==> src/rtl/chps_pkg.sv <==
// Shared types, constants and helpers of the convex hull engine.
`timescale 1ns / 1ps
package chps_pkg;

  localparam int unsigned MAX_POINTS_DEF = 32;
  localparam int unsigned RESULT_CAP     = 32;
  localparam int unsigned COORD_W        = 16;
  localparam int unsigned AREA_W         = 33;
  localparam int unsigned ACC_W          = 40;
  localparam int unsigned IN_DATA_W      = 32;
  localparam int unsigned OUT_DATA_W     = 72;

  typedef enum logic [1:0] {
    OP_CLEAR  = 2'd0,
    OP_ADD    = 2'd1,
    OP_REMOVE = 2'd2,
    OP_HULL   = 2'd3
  } op_e;

  typedef enum logic [1:0] {
    ST_OK        = 2'd0,
    ST_NOT_FOUND = 2'd1,
    ST_FULL      = 2'd2,
    ST_EMPTY     = 2'd3
  } status_e;

  typedef struct packed {
    logic signed [COORD_W-1:0] y;
    logic signed [COORD_W-1:0] x;
  } point_t;

  typedef struct packed {
    op_e    op;
    point_t pt;
  } cmd_t;

  // Order by x, then by y
  function automatic logic pt_less(point_t a, point_t b);
    pt_less = (a.x < b.x) || ((a.x == b.x) && (a.y < b.y));
  endfunction

endpackage

==> src/rtl/chps_front.sv <==
// Front end: accepts items, decodes the operation, queues commands.
`timescale 1ns / 1ps
module chps_front (
  input  logic                  clk_i,
  input  logic                  rst_ni,
  input  logic                  s_axis_tvalid,  // item valid
  output logic                  s_axis_tready,
  input  logic [31:0]           s_axis_tdata,   // [15:0] x_coord, [31:16] y_coord
  input  logic [1:0]            s_axis_tuser,   // [1:0] operation
  output logic                  q_valid_o,
  output chps_pkg::cmd_t        q_item_o,
  input  logic                  q_pop_i
);
  import chps_pkg::*;

  cmd_t       slot_q [2];
  logic       wr_ptr_q, wr_ptr_d;
  logic       rd_ptr_q, rd_ptr_d;
  logic [1:0] cnt_q, cnt_d;
  logic       push, pop;
  cmd_t       in_cmd;

  // Decode the incoming item
  always_comb begin
    in_cmd.op   = op_e'(s_axis_tuser);
    in_cmd.pt.x = s_axis_tdata[15:0];
    in_cmd.pt.y = s_axis_tdata[31:16];
  end

  assign s_axis_tready = (cnt_q != 2'd2);
  assign push          = s_axis_tvalid && s_axis_tready;
  assign q_valid_o     = (cnt_q != 2'd0);
  assign pop           = q_pop_i && q_valid_o;
  assign q_item_o      = slot_q[rd_ptr_q];

  // Queue pointers and fill level
  always_comb begin
    wr_ptr_d = push ? ~wr_ptr_q : wr_ptr_q;
    rd_ptr_d = pop ? ~rd_ptr_q : rd_ptr_q;
    cnt_d    = cnt_q + {1'b0, push} - {1'b0, pop};
  end

  always_ff @(posedge clk_i or negedge rst_ni) begin
    if (!rst_ni) begin
      wr_ptr_q <= 1'b0;
      rd_ptr_q <= 1'b0;
      cnt_q    <= 2'd0;
    end else begin
      wr_ptr_q <= wr_ptr_d;
      rd_ptr_q <= rd_ptr_d;
      cnt_q    <= cnt_d;
    end
  end

  always_ff @(posedge clk_i) begin
    if (push) begin
      slot_q[wr_ptr_q] <= in_cmd;
    end
  end

endmodule

==> config.mk <==
export PLATFORM = sky130hd
export DESIGN_NAME = chps_front
export DESIGN_NICKNAME = d
export VERILOG_FILES = /design/src/rtl/chps_pkg.sv /design/src/rtl/chps_front.sv
export SDC_FILE = /design/constraint.sdc
export NUM_CORES = 1
export LEC_CHECK = 0
export BUFFER_PORTS_ARGS = -buffer_cell sky130_fd_sc_hd__buf_2
export CAP_MARGIN = 0
export CORE_AREA = 4 4 111 113
export DETAILED_ROUTE_END_ITERATION = 6
export DIE_AREA = 0 0 115 117
export HOLD_SLACK_MARGIN = 0.1
export PLACE_DENSITY = 0.54
export RECOVER_POWER = 50
export SYNTH_ARGS = -nofsm -noshare
export SYNTH_HDL_FRONTEND = slang
export SYNTH_SLANG_ARGS = --single-unit
==> constraint.sdc <==
create_clock -name clk_i -period 2.6 [get_ports clk_i]
set_clock_uncertainty 0.15 [all_clocks]
set_input_delay 0.52 -clock clk_i [delete_from_list [all_inputs] [get_ports clk_i]]
set_output_delay 0.52 -clock clk_i [all_outputs]
set_load 0.05 [all_outputs]
==> reports/results.txt, run 1 <==
Clock Tree Root -> clkbuf_16
routability cong. -> 0.658
CP Class -> register to output pin
crit path cell chain -> buf_12, mux2_4, buf_2
Total Routing Usage GR -> 0.0832
via count -> 1,384
clock slew at the register clock pins of the worst setup and hold paths -> 0.06 ns
reg2reg path depth -> 3
Worst Setup Start Kind -> register
Avg Inst Size Synth -> 22.6 um^2
post-route ant nets -> 0
crit path DAT -> 1.69 ns
worst hold path class -> input pin to register
peak supply drop -> 0.000618 V
clock latency on the worst-skew pair -> 0.32 ns
Vert. Die Dim -> 117 um
Synth Warn # -> 0
syn nets -> 163
Final Instance Count excl. Fillers -> 356
PwrDens -> 1380 nW/um^2
Unique masters post-synth -> 15
CP max-delay cell -> dfrtp_2
Routed WL -> 5.20 mm
most frequent cells in the layout -> edfxtp_1, buf_2, mux2_4
max-cap violation count -> 0
sequential share of the synthesized area -> 0.771
fin crit share -> 0.909
critical path endpoint category -> output pin
Leak -> 1.39 nW
# rows -> 39
CP top delay family -> flip-flops
Iteration-0 DRC Markers -> 45
Async SR Flop Fraction -> 0.0556
Congestion Overflow GR -> 0
Cells after DPL -> 339
Initial Util -> 0.245
most common cell after layout, fill and taps aside -> edfxtp_1
first-pass GRT wire length -> 8.07 mm
CP required -> 1.93 ns
outcome -> finished, final reports clean
#FFs+latches synth -> 72
port buffer count -> 73
# H-tree levels -> 3
Max Freq -> 423 MHz
top_reg_cell synth -> edfxtp_1
drt first pass iters -> 4
Gate Count Post-Synth -> 123
vias per cell -> 3.89
Nets -> 248
CP Max Fanout -> 13
fin crit period -> 2.36 ns
RSZ-0062 raised after global routing -> false
ANT cells -> 0
CTS Sinks -> 72
final setup violation count -> 0
slowest cell delay on critical path -> 0.61 ns
vias in the first global route -> 1,535
hold path depth -> 1
FF+latch area -> 2140 um^2
EDFF count, synth -> 68
Avg WL per Cell -> 14.6 um
Die Width -> 115 um
Buf+Inv Stages, Crit Path -> 2
area grow syn2layout -> 30.5%
Least-Margin Pin Slew -> 0.932 ns
DRC viols -> 0
Hold Vio Cnt, Final -> 0
CTS buffer count -> 9
multi-input logic area -> 594 um^2
initial antenna violation count -> 1
CTS tree -> built
Core Footprint -> 11,300 um^2
Mapped Area -> 2780 um^2
Crit path depth -> 3
largest net degree at the start of global routing -> 35
CTS Buffer Depth -> 2
layout cells sized above 1 -> 0.488
io pins -> 74
die area -> 13,500 um^2
fin. max-slew vios -> 0
slew margin rel. -> 0.379
Setup Buffers After CTS -> 0
setup tns final -> 0 ns
filler cell count -> 1,122
post-DP HPWL -> 3.48 mm
[flip-flops by register name (all words and copies together) (netlist names)]
register / flops
slot_q: 68
cnt_q: 2
rd_ptr_q: 1
wr_ptr_q: 1
[metrics by stage]
stage                     hold slack [ns]  area [um^2]  utilization  setup WS [ns]  power [mW]
final                               0.230         3630        0.320          0.235        4.99
after floorplan                    0.0744         2780            -          0.119        3.42
after global placement              0.188         3350        0.296          0.552        3.87
after global routing                0.213         3630        0.320          0.141        5.25
after CTS                           0.216         3660        0.323          0.182        5.10
after detailed placement            0.187         3350        0.296          0.547        3.89
[repair_timing]
item	CTS	global route
hold endpoints to repair	4	0
gates resized for setup	0	0
hold buffers	1	0
[path summary, 6_finish.rpt]
kind / from / end / slack [ns]
hold reg to reg: cnt_q[0] / cnt_q[0] / 0.37
hold / removal: s_axis_tdata[19] / slot_q[0][19] / 0.23
min in group asynchronous: rst_ni / cnt_q[0] / 0.42
max in group asynchronous: rst_ni / rd_ptr_q / 1.66
setup / recovery: rd_ptr_q / q_item_o[23] / 0.24
setup reg to reg: cnt_q[1] / slot_q[1][0] / 0.60
[synthesized netlist by cell type, types with 2 or more instances]
cell / n / share of area
ha_1: 2 / 0.0090
mux2_4: 29 / 0.16
buf_6: 4 / 0.016
edfxtp_1: 68 / 0.74
mux2_2: 5 / 0.020
dfrtp_1: 4 / 0.036
xnor2_1: 3 / 0.0095
[where the power goes]
| part | internal [mW] | switching, mW | leakage, nW | total [mW] |
|---|---|---|---|---|
| Combinational | 0.704 | 1.39 | 0.568 | 2.09 |
| Sequential | 1.60 | 0.123 | 0.677 | 1.72 |
| Clock | 0.751 | 0.428 | 0.143 | 1.18 |
[kinds of logic after synthesis]
logic type    share of synthesized area
xor+xnor                         0.0126
buf+inv                          0.0176
mux                               0.177
flops                             0.771
simple gates                     0.0126
fa+ha+maj                       0.00901
[metal layers]
metal,vias to the layer above,share of wire,track usage
met5,-,0.0025,0
met4,2,0.020,0.0399
met3,13,0.074,0.0391
met2,47,0.48,0.129
met1,678,0.42,0.0976
li1,644,-,-
[final cells by class]
class,instances,share of cell area
Inverter,1,0.00104
Sequential cell,72,0.591
Timing Repair Buffer,78,0.114
Multi-Input combinational cell,46,0.164
Clock buffer,16,0.0804
Tap cell,143,0.0493
Power figures use the tool's default switching activity.
==> run 2: changes to the inputs <==
--- a/config.mk
+++ b/config.mk
@@ -7,2 +7,3 @@
 export LEC_CHECK = 0
+export ABC_AREA = 1
 export BUFFER_PORTS_ARGS = -buffer_cell sky130_fd_sc_hd__buf_2
@@ -12,2 +13,3 @@
 export DIE_AREA = 0 0 115 117
+export GPL_ROUTABILITY_DRIVEN = 0
 export HOLD_SLACK_MARGIN = 0.1
--- a/constraint.sdc
+++ b/constraint.sdc
@@ -4,2 +4,2 @@
 set_output_delay 0.52 -clock clk_i [all_outputs]
-set_load 0.05 [all_outputs]
+set_load 0.02 [all_outputs]
==> reports/results.txt, run 2 <==
outcome -> finished, final reports clean
via count -> 1,693
Synth Warn # -> 0
fin crit period -> 2.09 ns
adder-cell share of the synthesized area -> 0.00905
Setup Slack @ Placement -> 0.787 ns
CP required -> 1.93 ns
clock latency on the worst-skew pair -> 0.32 ns
EDFF count, synth -> 68
largest net degree at the start of global routing -> 36
hold path depth -> 1
most common cell after layout, fill and taps aside -> nand2_1
Total Routing Usage GR -> 0.0872
Yosys top cell area share -> 0.739
reg2reg path depth -> 4
Mapped Area -> 2760 um^2
Top reg by flops -> slot_q
post-route ant nets -> 0
vias in the first global route -> 1,745
syn nets -> 249
max reg flops -> 68
critical path endpoint category -> output pin
max-cap violation count -> 0
fin crit share -> 0.804
first-pass GRT wire length -> 8.69 mm
Worst Setup Start Kind -> register
Final Cell Area -> 3500 um^2
port buffer count -> 73
Unique masters post-synth -> 12
io pins -> 74
Avg Inst Size Synth -> 13.2 um^2
vias per cell -> 3.87
Async SR Flop Fraction -> 0.0556
Die Width -> 115 um
# rows -> 39
final setup margin -> 0.509 ns
top flop regs -> slot_q x68, cnt_q x2
clock slew at the register clock pins of the worst setup and hold paths -> 0.05 ns
PwrDens -> 1200 nW/um^2
filler cell count -> 1,177
post-DP HPWL -> 3.58 mm
XOR/XNOR Fraction of Synth Area -> 0
Clock Tree Root -> clkbuf_16
top cells by area, synth -> edfxtp_1, nand2_1, dfrtp_1
CTS buffer count -> 9
CTS Sinks -> 72
slew margin rel. -> 0.359
Avg WL per Cell -> 12.6 um
CTS tree -> built
setup tns final -> 0 ns
most frequent cell after synthesis -> nand2_1
initial antenna violation count -> 1
Compound-Gate Fraction of Synth Area -> 0
Initial Util -> 0.244
fin. max-slew vios -> 0
Vert. Die Dim -> 117 um
Routed WL -> 5.52 mm
post-synthesis mux area share -> 0
sequential share of the synthesized area -> 0.775
post-cts gate resize count -> 0
RSZ-0062 raised after global routing -> false
drt first pass iters -> 4
Iteration-0 DRC Markers -> 53
ANT cells -> 0
worst hold path class -> input pin to register
most frequent cells in the layout -> nand2_1, edfxtp_1, buf_2
area grow syn2layout -> 26.6%
Gate Count Post-Synth -> 209
Hold Vio Cnt, Final -> 0
#FFs+latches synth -> 72
Max Freq -> 478 MHz
CP Class -> register to output pin
CTS Buffer Depth -> 2
Least-Margin Pin Slew -> 0.961 ns
peak supply drop -> 0.000436 V
die area -> 13,500 um^2
DRC viols -> 0
final setup violation count -> 0
Simple-Gate Fraction of Synth Area -> 0.172
main combinational cell family by area after synthesis -> simple AND/OR/NAND/NOR gates
Nets -> 331
Core Footprint -> 11,300 um^2
top_reg_cell synth -> edfxtp_1
layout cells sized above 1 -> 0.271
Commonest cells post-synth -> nand2_1, edfxtp_1, nand2_2
crit path DAT -> 1.42 ns
# H-tree levels -> 3
Leak -> 1.48 nW
Congestion Overflow GR -> 0
post-synth top area cell -> edfxtp_1
Area after DPL -> 3270 um^2
CP Max Fanout -> 17
Power Total -> 4.19 mW
run 2: cell types whose count changed after synthesis, moves of 2 or more:
cell	delta
mux2_2	-5
inv_1	+7
mux2_4	-29
nand2_2	+10
nand3_1	+3
xnor2_1	-3
nand2_1	+104
buf_4	+2
run 2: final cells by class:
cell class	count	area, um^2	area share
Multi-Input combinational cell	121	508	0.145
Clock buffer	14	244	0.0697
Clock inverter	1	5.00	0.00143
Sequential cell	72	2140	0.612
Tap cell	143	179	0.0511
Timing Repair Buffer	78	379	0.108
Inverter	9	41.3	0.0118
run 2: worst paths after layout:
check	start	end	slack [ns]
worst max register to register	cnt_q[1]	slot_q[0][20]	0.69
worst min register to register	wr_ptr_q	wr_ptr_q	0.33
worst min-delay path	s_axis_tdata[29]	slot_q[1][29]	0.23
max in group asynchronous	rst_ni	rd_ptr_q	1.67
worst max-delay path	rd_ptr_q	q_item_o[19]	0.51
min in group asynchronous	rst_ni	cnt_q[1]	0.42
run 2: metrics by stage:
step	hold slack (ns)	utilization	instances
after CTS	0.214	0.311	438
after detailed placement	0.194	0.288	422
after floorplan	0.0744	-	209
final	0.233	0.309	438
after global placement	0.189	0.288	422
after global routing	0.218	0.309	438
run 2: what timing repair did:
action	CTS	global route
hold buffers	1	0
setup buffers	0	0
endpoints found under the hold margin	4	0
run 2: logic make-up after synthesis:
kind of cell	after synthesis
flops	72
buf+inv	16
fa+ha+maj	2
simple gates	119
run 2: worst max-delay path, stage by stage, from the launching register on:
cell and delay (ns):
dfrtp_1 0.48, buf_4 0.28, nand2_1 0.07, nand2_1 0.10, buf_2 0.17
run 2: layer usage:
metal / wire length (um) / vias up / GRT usage
li1: - / 856 / -
met1: 2400 / 772 / 0.0963
met2: 2600 / 50 / 0.144
met3: 363 / 13 / 0.0314
met4: 138 / 2 / 0.0540
met5: 13 / - / 0
run 2: where the power goes:
part / internal [mW] / switching (mW)
combinational: 0.417 / 1.06
clock: 0.639 / 0.404
sequential: 1.59 / 0.0822
total: 2.65 / 1.54
==> run 3: changes to the inputs <==
- PLACE_DENSITY: 0.54 -> 0.52
- clock period: 2.6 -> 2 ns (I/O delays scaled with it)
==> reports/results.txt, run 3 (synthesis gave the netlist of run 2 again) <==
Power Total -> 5.57 mW
DRC viols -> 0
CP top delay family -> flip-flops
clock slew at the register clock pins of the worst setup and hold paths -> 0.05 ns
CTS buffer count -> 9
fin crit share -> 0.947
hold_sp -> s_axis_tdata[3]
Met2 Routed Length -> 2.69 mm
crit path DAT -> 1.34 ns
Iteration-0 DRC Markers -> 88
FF+latch area -> 2140 um^2
Max Freq -> 528 MHz
most frequent cells in the layout -> nand2_1, edfxtp_1, buf_2
Total Routing Usage GR -> 0.0924
switching power share of the total -> 0.371
worst hold path class -> input pin to register
Cells after DPL -> 422
Leak -> 1.52 nW
PwrDens -> 1530 nW/um^2
Avg WL per Cell -> 12.6 um
most frequent CP cell -> nand2_1
peak supply drop -> 0.000495 V
crit path cell chain -> buf_4, nand2_1, nand2_1, buf_2
Worst Setup Start Kind -> register
fin. max-slew vios -> 0
most common cell after layout, fill and taps aside -> nand2_1
max reg flops -> 68
port buffer count -> 73
drt first pass iters -> 4
via count -> 1,784
first-pass GRT wire length -> 9.09 mm
CP Class -> register to output pin
Clock Tree Root -> clkbuf_16
RSZ-0062 raised after global routing -> true
Top reg by flops -> slot_q
Routed WL -> 5.69 mm
CP required -> 1.45 ns
Buf+Inv Stages, Crit Path -> 2
Logic pwr share -> 0.360
layout cells sized above 1 -> 0.254
Congestion Overflow GR -> 0
met1 WL -> 2.49 mm
top layer in use -> met4
initial antenna violation count -> 0
Reg power frac -> 0.391
Critical R2R Launch -> cnt_q[1]
multi-input logic area -> 508 um^2
Hold Vio Cnt, Final -> 0
Vert. Die Dim -> 117 um
largest net degree at the start of global routing -> 36
area grow syn2layout -> 31.8%
crit path from -> rd_ptr_q
slowest cell delay on critical path -> 0.46 ns
Initial Util -> 0.244
setup tns final -> 0 ns
top flop regs -> slot_q x68, cnt_q x2
io pins -> 74
Core Footprint -> 11,300 um^2
outcome -> finished, final reports clean
critical path endpoint category -> output pin
Nets -> 342
post-route ant nets -> 0
met3 WL -> 416 um
ANT cells -> 0
CTS Sinks -> 72
Setup Slack @ Placement -> 0.229 ns
post-DP HPWL -> 3.59 mm
clock latency on the worst-skew pair -> 0.32 ns
CP Max Fanout -> 9
# H-tree levels -> 3
NetSw -> 2.07 mW
Final Instance Count excl. Fillers -> 450
CTS Buffer Depth -> 2
fin crit period -> 1.89 ns
CTS tree -> built
Die Width -> 115 um
vias per cell -> 3.96
final setup margin -> 0.107 ns
# rows -> 39
internal power -> 3.50 mW
CP max-delay cell -> dfrtp_2
Clk pwr share -> 0.249
slew margin rel. -> 0.830
die area -> 13,500 um^2
max-cap violation count -> 0
final setup violation count -> 0
filler cell count -> 1,171
vias in the first global route -> 1,794
Least-Margin Pin Slew -> 0.255 ns
-- run 3: worst paths after layout --
path                                endpoint  slack [ns]  cells past startpoint
min in group asynchronous           cnt_q[0]        0.30                      2
worst max-delay path             q_item_o[0]        0.11                      4
worst min register to register      wr_ptr_q        0.33                      2
worst min-delay path            slot_q[0][3]        0.12                      1
worst max register to register      cnt_q[1]        0.44                     10
max in group asynchronous           rd_ptr_q        1.18                      2
-- run 3: repair_timing --
action                                  CTS  global route
gates resized for setup                   1             1
hold buffers                              9             2
endpoints found under the setup margin   32             8
endpoints found under the hold margin    20             4
buffers inserted                          1             0
-- run 3: metal layers --
metal | track usage | up-vias
met5 | 0 | -
met2 | 0.144 | 50
met3 | 0.0370 | 9
met4 | 0.0446 | 0
met1 | 0.112 | 845
li1 | - | 880
-- run 3: final cells by class --
type                       count  share of cell area
sequential                    72               0.588
multi-input combinational    121               0.139
tap                          143              0.0491
clock inverter                 5             0.00653
timing repair buffer          89               0.140
inverter                       9              0.0127
clock buffer                  11              0.0639
-- run 3: power groups by stage --
stage / clock network, mW / registers [mW] / logic (mW)
3_5_place_dp: 0 / 2.23 / 2.02
3_3_place_gp: 0 / 2.22 / 2.00
2_1_floorplan: 0 / 2.17 / 1.43
5_1_grt: 1.50 / 2.21 / 2.26
6_report: 1.39 / 2.18 / 2.01
4_1_cts: 1.44 / 2.18 / 2.09
-- run 3: stage by stage --
step / instance area [um^2] / utilization / hold slack [ns]
after floorplan: 2770 / - / -0.0456
after global placement: 3290 / 0.291 / 0.0689
after detailed placement: 3290 / 0.291 / 0.0637
after CTS: 3650 / 0.322 / 0.101
after global routing: 3640 / 0.322 / 0.102
final: 3640 / 0.322 / 0.115
